## config.mk

```make
export PLATFORM = sky130hd
export DESIGN_NAME = xcr_engine
export DESIGN_NICKNAME = d
export VERILOG_FILES = /design/src/hw/rtl/xmodem_crc_receiver_assert.svh /design/src/hw/rtl/xcr_pkg.sv /design/src/hw/rtl/xcr_engine.sv
export SDC_FILE = /design/constraint.sdc
export NUM_CORES = 1
export LEC_CHECK = 0
export ABC_AREA = 1
export BUFFER_PORTS_ARGS = -buffer_cell sky130_fd_sc_hd__buf_2
export CAP_MARGIN = 20
export CORE_ASPECT_RATIO = 1.1
export CORE_UTILIZATION = 53
export DETAILED_ROUTE_END_ITERATION = 8
export PLACE_DENSITY = 0.75
export SLEW_MARGIN = 20
export SYNTH_ARGS = -nofsm -noshare
export SYNTH_HDL_FRONTEND = slang
export SYNTH_SLANG_ARGS = --single-unit
```

## constraint.sdc

```tcl
create_clock -name clk -period 2.6 [get_ports clk]
set_input_delay 0.26 -clock clk [delete_from_list [all_inputs] [get_ports clk]]
set_output_delay 0.26 -clock clk [all_outputs]
set_load 0.02 [all_outputs]
```

## src/hw/rtl/xmodem_crc_receiver_assert.svh

```systemverilog
// ----------------------------------------------------------------------------
// XMODEM-CRC receiver assertion macros
// Property shorthands on clk with the synchronous active-low reset rst_n.
// ----------------------------------------------------------------------------
`ifndef XMODEM_CRC_RECEIVER_ASSERT_SVH
`define XMODEM_CRC_RECEIVER_ASSERT_SVH

// Same-cycle implication.
`define XCR_ASSERT_SAME(label, ante, cons) \
  label: assert property (@(posedge clk) disable iff (!rst_n) (ante) |-> (cons)) \
    else $error("xcr: same-cycle check failed");

// Next-cycle implication.
`define XCR_ASSERT_NEXT(label, ante, cons) \
  label: assert property (@(posedge clk) disable iff (!rst_n) (ante) |=> (cons)) \
    else $error("xcr: next-cycle check failed");

`endif

```

## src/hw/rtl/xcr_pkg.sv

```systemverilog
`timescale 1ns / 1ps
// ----------------------------------------------------------------------------
// XMODEM-CRC receiver package
// Shared widths, command and byte codes, result record and the CRC step.
// ----------------------------------------------------------------------------
package xcr_pkg;

  localparam int BUFFER_BYTES = 4096;
  localparam int ADDR_W       = $clog2(BUFFER_BYTES);
  localparam int FILL_W       = 13;
  localparam int CFG_IDX_W    = 4;
  localparam int CFG_DATA_W   = 16;

  typedef enum logic [1:0] {
    CMD_BYTE = 2'd0,
    CMD_TICK = 2'd1,
    CMD_READ = 2'd2,
    CMD_NONE = 2'd3
  } cmd_t;

  localparam logic [CFG_IDX_W-1:0] CFG_TIMEOUT = 4'd0;
  localparam logic [CFG_IDX_W-1:0] CFG_RETRY   = 4'd1;

  localparam logic [7:0] B_SOH = 8'h01;
  localparam logic [7:0] B_EOT = 8'h04;
  localparam logic [7:0] B_ACK = 8'h06;
  localparam logic [7:0] B_NAK = 8'h15;
  localparam logic [7:0] B_ETB = 8'h17;
  localparam logic [7:0] B_CAN = 8'h18;
  localparam logic [7:0] B_C   = 8'h43;

  localparam logic [15:0] CRC_POLY = 16'h1021;

  typedef struct packed {
    logic [7:0]        send_byte;
    logic              rd_hit;
    logic [FILL_W-1:0] fill;
    logic              ovf;
  } result_t;

  // CRC-16, MSB first, one byte.
  function automatic logic [15:0] crc16_byte(input logic [15:0] crc, input logic [7:0] b);
    logic [15:0] c;
    c = crc ^ {b, 8'h00};
    for (int i = 0; i < 8; i++) begin
      if (c[15]) begin
        c = {c[14:0], 1'b0} ^ CRC_POLY;
      end else begin
        c = {c[14:0], 1'b0};
      end
    end
    return c;
  endfunction

endpackage

```

## src/hw/rtl/xcr_engine.sv

```systemverilog
`timescale 1ns / 1ps
// ----------------------------------------------------------------------------
// XMODEM-CRC receiver protocol engine
// Packet walk, CRC, timeout and retry state; payload writes to the buffer RAM.
// ----------------------------------------------------------------------------
module xcr_engine #(
  parameter int PAYLOAD_BYTES = 128
) (
  input  logic                           clk,
  input  logic                           rst_n,
  input  logic                           cfg_we,
  input  logic [xcr_pkg::CFG_IDX_W-1:0]  cfg_idx,
  input  logic [xcr_pkg::CFG_DATA_W-1:0] cfg_wdata,
  input  logic                           item_go,
  input  xcr_pkg::cmd_t                  cmd,
  input  logic [7:0]                     rx_byte,
  input  logic [xcr_pkg::ADDR_W-1:0]     read_addr,
  output logic                           mem_we,
  output logic [xcr_pkg::ADDR_W-1:0]     mem_waddr,
  output logic [7:0]                     mem_wdata,
  output xcr_pkg::result_t               result
);
  import xcr_pkg::*;

  localparam int PH_W  = $clog2(PAYLOAD_BYTES + 5);
  localparam int PC_W  = $clog2(PAYLOAD_BYTES + 1);
  localparam int SUM_W = $clog2(BUFFER_BYTES + PAYLOAD_BYTES + 1);

  localparam logic [PH_W-1:0]  PH_IDLE   = PH_W'(0);
  localparam logic [PH_W-1:0]  PH_SEQ    = PH_W'(1);
  localparam logic [PH_W-1:0]  PH_INV    = PH_W'(2);
  localparam logic [PH_W-1:0]  PH_CRC_HI = PH_W'(PAYLOAD_BYTES + 3);
  localparam logic [PH_W-1:0]  PH_CRC_LO = PH_W'(PAYLOAD_BYTES + 4);
  localparam logic [SUM_W-1:0] BUF_LIM   = SUM_W'(BUFFER_BYTES);
  localparam logic [PC_W-1:0]  PC_MAX    = PC_W'(PAYLOAD_BYTES);

  logic [PH_W-1:0]   phase_r, phase_nxt;
  logic [7:0]        seq_r, seq_nxt;
  logic [15:0]       crc_r, crc_nxt;
  logic [PC_W-1:0]   pcnt_r, pcnt_nxt;
  logic [FILL_W-1:0] fill_r, fill_nxt;
  logic              ovf_r, ovf_nxt;
  logic [7:0]        last_r, last_nxt;
  logic [15:0]       countdown_r, countdown_nxt;
  logic [3:0]        retry_r, retry_nxt;
  logic [15:0]       timeout_r, timeout_nxt;
  logic [3:0]        limit_r, limit_nxt;

  logic [SUM_W-1:0]  sum;
  logic [15:0]       cd_dec;
  logic [3:0]        retry_inc;
  logic [7:0]        resp;
  logic [7:0]        send;

  always_comb begin
    phase_nxt     = phase_r;
    seq_nxt       = seq_r;
    crc_nxt       = crc_r;
    pcnt_nxt      = pcnt_r;
    fill_nxt      = fill_r;
    ovf_nxt       = ovf_r;
    last_nxt      = last_r;
    countdown_nxt = countdown_r;
    retry_nxt     = retry_r;
    timeout_nxt   = timeout_r;
    limit_nxt     = limit_r;
    resp          = 8'h00;
    send          = 8'h00;
    mem_we        = 1'b0;
    sum           = SUM_W'(fill_r) + SUM_W'(pcnt_r);
    mem_waddr     = sum[ADDR_W-1:0];
    mem_wdata     = rx_byte;
    cd_dec        = (countdown_r != 16'd0) ? countdown_r - 16'd1 : 16'd0;
    retry_inc     = retry_r + 4'd1;

    if (cfg_we) begin
      if (cfg_idx == CFG_TIMEOUT) begin
        timeout_nxt = cfg_wdata;
      end else if (cfg_idx == CFG_RETRY) begin
        limit_nxt = cfg_wdata[3:0];
      end
    end

    if (item_go) begin
      case (cmd)
        CMD_BYTE: begin
          countdown_nxt = timeout_r;
          if (phase_r == PH_IDLE) begin
            case (rx_byte)
              B_SOH: begin
                crc_nxt   = 16'h0000;
                pcnt_nxt  = '0;
                phase_nxt = PH_SEQ;
              end
              B_EOT, B_ETB: begin
                resp     = B_ACK;
                seq_nxt  = 8'd1;
                fill_nxt = '0;
                ovf_nxt  = 1'b0;
              end
              B_CAN: begin
                resp     = B_C;
                seq_nxt  = 8'd1;
                fill_nxt = '0;
                ovf_nxt  = 1'b0;
              end
              default: begin
                resp = B_NAK;
              end
            endcase
          end else if (phase_r == PH_SEQ) begin
            if (rx_byte != seq_r) begin
              phase_nxt = PH_IDLE;
              resp      = B_NAK;
            end else begin
              phase_nxt = PH_INV;
            end
          end else if (phase_r == PH_INV) begin
            if (rx_byte != ~seq_r) begin
              phase_nxt = PH_IDLE;
              resp      = B_NAK;
            end else begin
              phase_nxt = phase_r + PH_W'(1);
            end
          end else if (phase_r == PH_CRC_HI) begin
            if (rx_byte != crc_r[15:8]) begin
              phase_nxt = PH_IDLE;
              resp      = B_NAK;
            end else begin
              phase_nxt = PH_CRC_LO;
            end
          end else if (phase_r == PH_CRC_LO) begin
            phase_nxt = PH_IDLE;
            if (rx_byte != crc_r[7:0]) begin
              resp = B_NAK;
            end else begin
              // commit: payload already sits above the fill mark
              resp    = B_ACK;
              seq_nxt = seq_r + 8'd1;
              if (sum > BUF_LIM) begin
                fill_nxt = FILL_W'(BUFFER_BYTES);
                ovf_nxt  = 1'b1;
              end else begin
                fill_nxt = sum[FILL_W-1:0];
              end
            end
          end else begin
            crc_nxt   = crc16_byte(crc_r, rx_byte);
            phase_nxt = phase_r + PH_W'(1);
            if (pcnt_r < PC_MAX) begin
              pcnt_nxt = pcnt_r + PC_W'(1);
              mem_we   = (sum < BUF_LIM);
            end
          end
          last_nxt = resp;
          send     = resp;
        end
        CMD_TICK: begin
          if (cd_dec == 16'd0) begin
            countdown_nxt = timeout_r;
            send          = last_r;
            retry_nxt     = retry_inc;
            if (retry_inc >= limit_r) begin
              last_nxt  = B_C;
              seq_nxt   = 8'd1;
              phase_nxt = PH_IDLE;
              retry_nxt = 4'd0;
            end
          end else begin
            countdown_nxt = cd_dec;
          end
        end
        default: begin
        end
      endcase
    end

    result.send_byte = send;
    // read offsets are always below the buffer size, so only the fill bounds them
    result.rd_hit    = item_go && (cmd == CMD_READ) && (FILL_W'(read_addr) < fill_r);
    result.fill      = fill_nxt;
    result.ovf       = ovf_nxt;
  end

  always_ff @(posedge clk) begin
    if (!rst_n) begin
      phase_r     <= PH_IDLE;
      seq_r       <= 8'd1;
      crc_r       <= 16'h0000;
      pcnt_r      <= '0;
      fill_r      <= '0;
      ovf_r       <= 1'b0;
      last_r      <= B_C;
      countdown_r <= 16'd0;
      retry_r     <= 4'd0;
      timeout_r   <= 16'd3000;
      limit_r     <= 4'd3;
    end else begin
      phase_r     <= phase_nxt;
      seq_r       <= seq_nxt;
      crc_r       <= crc_nxt;
      pcnt_r      <= pcnt_nxt;
      fill_r      <= fill_nxt;
      ovf_r       <= ovf_nxt;
      last_r      <= last_nxt;
      countdown_r <= countdown_nxt;
      retry_r     <= retry_nxt;
      timeout_r   <= timeout_nxt;
      limit_r     <= limit_nxt;
    end
  end

endmodule

```

# After elaboration in Yosys (flattened, before gate mapping)
# Index checks and enable logic that the tools add are counted.
dict set report op_classes {
  n_addsub 6
  magnitude_cmp 5
  eq_ne 29
  n_mux 140
  n_bitwise 11
  n_reduce_logical 20
}
# cell count
set op_table {}
lappend op_table {{16-bit 2-to-1 mux} 57}
lappend op_table {{8-bit 2-to-1 mux} 34}
lappend op_table {{13-bit 2-to-1 mux} 18}
lappend op_table {{8-bit one-hot mux with 2 select lines} 4}
lappend op_table {{8-bit inequality test} 4}
lappend op_table {{16-bit one-hot mux with 2 select lines} 1}
lappend op_table {{5-bit 2-to-1 mux} 5}
lappend op_table {{8-bit by 1-bit adder with 8-bit output (second input constant)} 3}
lappend op_table {{3-bit NOT} 8}
lappend op_table {{7-bit one-hot mux with 3 select lines} 1}
lappend op_table {{1-bit 2-to-1 mux} 18}
lappend op_table {{3-bit inequality test (second input constant)} 6}
lappend op_table {{8-bit by 1-bit == test with 1-bit output (second input constant)} 2}
lappend op_table {{8-bit by 5-bit == test with 1-bit output (second input constant)} 2}
lappend op_table {{8-bit == test (second input constant)} 2}
lappend op_table {{16-bit zero test} 1}
lappend op_table {{16-bit nonzero test} 1}
lappend op_table {{16-bit by 1-bit subtractor with 16-bit output (second input constant)} 1}
lappend op_table {{16-bit bitwise XOR} 1}
lappend op_table {{13-bit by 8-bit adder with 13-bit output} 1}
lappend op_table {{13-bit > comparator (second input constant)} 1}
lappend op_table {{12-bit by 13-bit less-than comparator with 1-bit output} 1}
lappend op_table {{13-bit less-than comparator (second input constant)} 1}
lappend op_table {{2-bit inequality test (second input constant)} 6}
lappend op_table {{other kinds (28)} 32}
dict set report word_totals {
  ff_bits 102
  in_bits 46
  out_inout_bits 44
  wordCells 222
}

# Logic depth before layout (Yosys ltp)
# Gate-level depths: netlist (run 1).
dict set report depth {
  word_depth 71
  ltp_mapped 19
  ltp_nobuf 18
}

# Worst setup path before layout (run 1)
# No wires, ideal clock.
dict set report synth_path {
  path_type {register to output}
  startpoint {reg pcnt_r[0]}
  endpoint {out result[8] in the netlist's numbering}
  arrival_ps 2549
  required_time_ps 2340
  slack_ps -209
  path_stages_with_launch 18
  n_path_buf 1
  cell_sequence {dfxtp_1 -> ha_1 -> inv_1 -> fa_1 -> inv_1 -> nand3_1 -> nand2_1 -> nand2_1 -> nand2_1 -> xor2_1 -> nor2_1 -> nand3_1 -> nand2_1 -> buf_2 -> nand2_1 -> nand2_1 -> nand2_1 -> nand2_1}
}
# item line_no
set synth_rtl {}
lappend synth_rtl {{start, declared} xcr_engine.sv:40} ;# logic [PC_W-1:0] pcnt_r, pcnt_nxt;
lappend synth_rtl {{start signal, assigned} xcr_engine.sv:202} ;# pcnt_r <= pcnt_nxt;
lappend synth_rtl {{end, declared} xcr_engine.sv:21} ;# output xcr_pkg::result_t result

==> results.yml, run 1 <==
worst_hold_path:
  hold_path.class: "in2reg"
  min_from: "cfg_wdata[8]"
  whs_endpoint: "timeout_r[8]"
  worstHoldPathCells: 3
timing:
  worst_pin_slew_ns: 0.524
  holdWs_ns: 0.119
  finClkSkew_ns: 0.00928
  slew_viol_final: 0
  setup_viol: 20
  rsz0062_at_grt: "yes"
  timing.final.crit_share_pct: 118
  finalWorstSetupSlack_ns: -0.472
  fmax_ghz: 0.326
  hold_violations: 0
  maxSlewHeadroom_pct: 64.8
  fin_crit_ns: 3.07
finish:
  seqCellArea_um2: 1990
  antenna_cells: 0
  instances_no_fill: 1421
  final_area_um2: 9100
  nFillCells: 1003
  multi_input_area_um2: 4660
  area_delta_synth_final_pct: 30.5
  drive_above_1_share_pct: 26.5
  layout.nets: 1337
  final_util_pct: 71.7
route:
  drt_iter0_markers: 695
  drt_wl_total_um: 21100
  drc: 18
  drtAntennaViolNets: 0
  num_vias: 7968
  dr.pass1.iters: 8
  wl_per_cell_um: 14.9
  drt-vias-per-instance: 5.61
worst_setup_path:
  crit_fanout: 6
  slowest_stage: "fa_2"
  cpMostUsedCell: "nand2_2"
  reg2reg_to: "fill_r[7]"
  path_buf_inv: 3
  crit_path_end_kind: "output port"
  critPathMaxStageDelay_ns: 0.52
  worstPathArrival_ns: 2.81
  critPathRequiredTime_ns: 2.34
  path_class: "reg2out"
  r2r_slack_ns: -0.45
  cp_top_family: "simple AND/OR/NAND/NOR gates"
  r2r_cells: 21
  path_cells: "ha_4 -> inv_2 -> fa_2 -> inv_2 -> or2_4 -> nor2_2 -> nand3_1 -> nor2_1 -> nand2_1 -> nor2_2 -> nand3_4 -> nand2_8 -> nand2_2 -> nand2_2 -> nand2_2 -> nand2_2 -> buf_6"
  r2r-start: "fill_r[0]"
  crit_path_start_kind: "register"
floorplanning:
  start_util_pct: 54.9
  pin_count: 90
  fp.dieW_um: 111
  die_area_um2: 13600
  core_um2: 12700
  die_height_um: 122
  rows: 43
clock_network:
  hold_buffers: 0
  clock_path_buffers: 2
  cts_made_buffers: 9
  h-tree-depth: 3
  insertion_delay_ns: 0.36
  clk_pin_slew_ns: 0.07
  cts_tree: "yes"
  root_buffer: "clkbuf_16"
  cts_sinks: 99
synth:
  async_reset_ff_share_pct: 0
  syn_area_per_cell_um2: 6.32
  synth_seq_cells: 99
  synth_area_leaders: "dfxtp_1 28%, nand2_1 14%, nand3_1 8.5%"
  synth_most_common_cell: "nand2_1"
  synth-edff-count: 0
  synthesis.instances: 1104
  synth_top_flop_cell: "dfxtp_1"
  yosysWarnings: 0
  synth_cell_type_count: 40
  seq_area_frac_synth_pct: 28.4
  netlist.top_cell.by_area: "dfxtp_1"
  synth_common_cells: "268 x nand2_1, 137 x inv_1, 118 x nand3_1, 113 x a21oi_1, 99 x dfxtp_1"
  synth_top_cell_area_share_pct: 28.4
  syn_area_um2: 6980
run_status:
  status: "finished with violations"
  violations: "design-rule violations, negative setup slack"
pwr:
  powerDensity_nw_per_um2: 444
  leakagePower_uw: 0.00428
  ir_worst_vdd_mv: 0.404
  total_power_uw: 4040
global_route:
  grt_max_degree: 69
  overflow: 0
  antenna_found_initial: 0
  grt_first_pass_wirelength_um: 32900
  groute.usage.overall_pct: 29.7
  grt_pass1_vias: 7256
placement:
  gp_congestion: 0.940
  dp_hpwl_um: 14000
  dpl_cell_area_um2: 7920
  dp_cells: 1369
  numPortBuffers: 86
flow_run:
  cap_violations: 0
==> sequential cells by signal, indices dropped and copies added, names as in the netlist <==
signal       count
countdown_r     16
crc_r           16
fill_r          13
last_r           5
limit_r          4
ovf_r            1
pcnt_r           8
phase_r          8
retry_r          4
seq_r            8
timeout_r       16
==> report_power, final <==
group / internal, µW / total [µW] / switching [µW] / leakage, µW
Combinational: 431 / 1080 / 645 / 0.00333
Clock: 768 / 1370 / 602 / 0.000145
Sequential: 1550 / 1590 / 36.7 / 0.000806
==> logic make-up (layout without fill, tap and decap cells) <==
group,after synthesis,in the layout,synth area share [%]
compound gates,179,179,13.5
xor+xnor,43,43,5.40
fa+ha+maj,32,32,5.85
buf+inv,195,352,11.6
flops,99,99,28.4
other cells,1,3,0.0538
simple gates,555,556,35.1
==> worst max-delay path by stage <==
stage              start    endpoint  slack, ns  cells past startpoint
6_report       fill_r[0]   result[1]      -0.47                     17
5_1_grt        pcnt_r[0]   result[1]      -0.58                     17
4_1_cts        fill_r[0]  result[11]      -0.47                     17
3_5_place_dp   fill_r[0]   result[5]      -0.14                     17
3_3_place_gp   fill_r[0]  result[11]      -0.12                     17
2_1_floorplan  fill_r[0]   result[8]      0.007                     17
==> cell type report <==
| type | count | share of cell area [%] |
|---|---|---|
| inverter | 143 | 5.92 |
| clock inverter | 5 | 0.577 |
| multi-input combinational | 813 | 51.2 |
| tap | 157 | 2.16 |
| timing repair buffer | 193 | 15.6 |
| clock buffer | 11 | 2.67 |
| sequential | 99 | 21.9 |
==> metrics by stage <==
stage	TNS [ns]	setup slack (ns)
3_5_place_dp	-1.26	-0.145
2_1_floorplan	0	0.00703
3_3_place_gp	-0.928	-0.121
5_1_grt	-8.22	-0.584
6_report	-6.03	-0.472
4_1_cts	-6.18	-0.472
==> cell usage in the layout, fill, tap and decap left out, drive strengths merged <==
master    Yosys  routed
o2111ai       3       3
clkinvlp      0       1
clkinv        2       5
bufinv        0       1
nor2         97      97
and3          3       3
o21bai        4       4
xor2         25      25
o211ai        3       3
dfxtp        99      99
a21boi        1       1
buf          22     193
nand3       122     122
o21ai        49      49
nand2       271     272
o211a         1       1
nor3         22      22
a21oi       113     113
or2           4       4
nor4          3       3
conb          1       3
xnor2        18      18
ha           31      31
inv         141     141
nand3b        4       4
fa            1       1
nand4        29      29
a211oi        5       5
clkbuf       30      11
==> what timing repair did <==
action	4_1_cts	5_1_grt
setup buffers	28	12
gates cloned	1	0
pin swaps	28	40
setup endpoints to repair	20	56
resized for setup	104	76
==> layer usage <==
layer  vias to the layer above  track usage [%]  share of wire [%]
met5                         -                0                  0
met4                         0             13.9                3.3
met3                        70             3.70                6.1
met2                       347             52.1                 49
met1                      3644             36.4                 42
li1                       3907                -                  -
==> worst min-delay path: stages <==
cell and delay (ns):
buf_2 0.08, a21oi_1 0.05, o21ai_0 0.06
Note: power is estimated with default switching activity, not from simulation.
==> inputs of run 2 (changes only) <==
==> constraint.sdc (replaced) <==
create_clock -name clk -period 2.6 [get_ports clk]
set_input_delay 0.26 -clock clk [delete_from_list [all_inputs] [get_ports clk]]
set_output_delay 0.26 -clock clk [all_outputs]
set_load 0.005 [all_outputs]
==> results.yml, run 2 (synthesized netlist as in run 1, its figures left out) <==
run_status:
  status: "finished with violations"
  violations: "design-rule violations, negative setup slack"
floorplanning:
  pin_count: 90
  core_um2: 12700
  die_area_um2: 13600
  fp.dieW_um: 111
  rows: 43
  start_util_pct: 54.9
  die_height_um: 122
clock_network:
  h-tree-depth: 3
  insertion_delay_ns: 0.36
  cts_tree: "yes"
  root_buffer: "clkbuf_16"
  cts_made_buffers: 9
  hold_buffers: 0
  cts_sinks: 99
  clock_path_buffers: 2
  clk_pin_slew_ns: 0.07
finish:
  area_delta_synth_final_pct: 25.4
  final_common_cell: "nand2_1"
  antenna_cells: 0
  final_area_um2: 8750
  final_cell_mix: "240 x nand2_1, 130 x inv_1, 107 x a21oi_1"
  layout.nets: 1303
  top_regs: "countdown_r x16, crc_r x16, timeout_r x16"
  drive_above_1_share_pct: 23.8
flow_run:
  cap_violations: 0
worst_hold_path:
  min_from: "cfg_wdata[5]"
  hold_path.class: "in2reg"
worst_setup_path:
  crit_path_start_kind: "register"
  r2r-start: "pcnt_r[0]"
  path_cells: "ha_4 -> inv_2 -> fa_2 -> inv_2 -> or2_4 -> nor2_4 -> nand3_2 -> nor2_2 -> nand2_1 -> nor2_2 -> nand3_2 -> nand2_4 -> buf_12 -> nand2_4 -> nand2_2 -> nand2_2 -> nand2_1 -> buf_2"
  crit_path_end_kind: "output port"
  slowest_stage: "fa_2"
  critPathRequiredTime_ns: 2.34
  worstPathArrival_ns: 2.83
  cp-startpoint: "pcnt_r[0]"
  path_class: "reg2out"
  crit_fanout: 6
  critPathMaxStageDelay_ns: 0.52
pwr:
  ir_worst_vdd_mv: 0.342
  leakagePower_uw: 0.00416
  powerDensity_nw_per_um2: 474
timing:
  holdWs_ns: 0.117
  fin_crit_ns: 3.09
  finalWorstSetupSlack_ns: -0.489
  maxSlewHeadroom_pct: 62.2
  timing.final.crit_share_pct: 119
  rsz0062_at_grt: "yes"
  hold_violations: 0
  worst_pin_slew_ns: 0.566
  finClkSkew_ns: 0.0109
  slew_viol_final: 0
  setup_viol: 18
  fmax_ghz: 0.324
route:
  drt_wl_total_um: 19600
  num_vias: 7685
  dr.pass1.iters: 9
  wl_per_cell_um: 14.1
  drt_iter0_markers: 666
  drtAntennaViolNets: 0
  drc: 14
  drt-vias-per-instance: 5.54
global_route:
  grt_first_pass_wirelength_um: 31400
  overflow: 0
  antenna_found_initial: 0
  grt_pass1_vias: 6844
  groute.usage.overall_pct: 28.4
  grt_max_degree: 42
placement:
  numPortBuffers: 86
  dpl_cell_area_um2: 7730
  dp_hpwl_um: 13700
  gp_congestion: 0.885
[run 2: changes by cell type in the layout (fill, tap and decap cells not counted), moves of 3 or more]
cell	before	now
buf_2	66	84
nand3_1	94	99
buf_6	28	10
buf_4	96	62
a21oi_2	2	5
a21oi_1	111	107
nand2_2	31	24
bufinv_16	1	4
nand2_1	237	240
nand3_4	8	5
nand2_4	3	8
[run 2: worst max-delay path, delay by kind of cell (launching register included)]
| kind | cells | cell delay (ns) |
|---|---|---|
| adders and majority gates | 2 | 0.66 |
| buffers and inverters | 4 | 0.32 |
| DFF | 1 | 0.36 |
| and+or+nand+nor | 12 | 1.14 |
[run 2: report_power, final]
part	switching, µW	internal, µW	total (µW)
combinational	559	337	895
sequential	36.4	1550	1590
clock	619	1040	1660
total	1210	2930	4140
[run 2: final timing paths]
path | endpoint | slack, ns | cells after the start
worst max-delay path | result[11] | -0.49 | 18
worst max register to register | fill_r[10] | -0.35 | 22
worst min-delay path | timeout_r[5] | 0.12 | 3
worst min register to register | timeout_r[6] | 0.45 | 2
[run 2: per-layer routing]
metal,vias to the layer above,GRT usage (%),share of wire [%]
met5,-,0,0
met4,0,11.1,2.2
met1,3522,36.6,45
met2,286,48.4,47
li1,3840,-,-
met3,37,3.85,6.5
[run 2: per-stage QoR]
stage,cells,total power (µW),util (%),TNS [ns],setup slack [ns]
2_1_floorplan,1106,2160,-,0,0.0225
3_3_place_gp,1347,2370,60.9,-0.121,-0.0453
3_5_place_dp,1347,2380,60.9,-0.419,-0.105
4_1_cts,1375,4050,65.6,-5.80,-0.437
5_1_grt,1387,4320,68.9,-8.55,-0.628
6_report,1387,4140,68.9,-5.37,-0.489
[run 2: area by class of cell]
cell class	instances	area, µm²
Clock buffer	9	225
Clock inverter	7	139
Fill cell	1095	3950
Inverter	143	539
Multi-Input combinational cell	813	4600
Sequential cell	99	1990
Tap cell	157	196
Timing Repair Buffer	159	1060
[run 2: repair_timing]
item | CTS | global route
pin swaps | 13 | 37
endpoints found under the setup margin | 20 | 55
resized for setup | 35 | 101
gates cloned | 1 | 1
setup buffers | 11 | 13
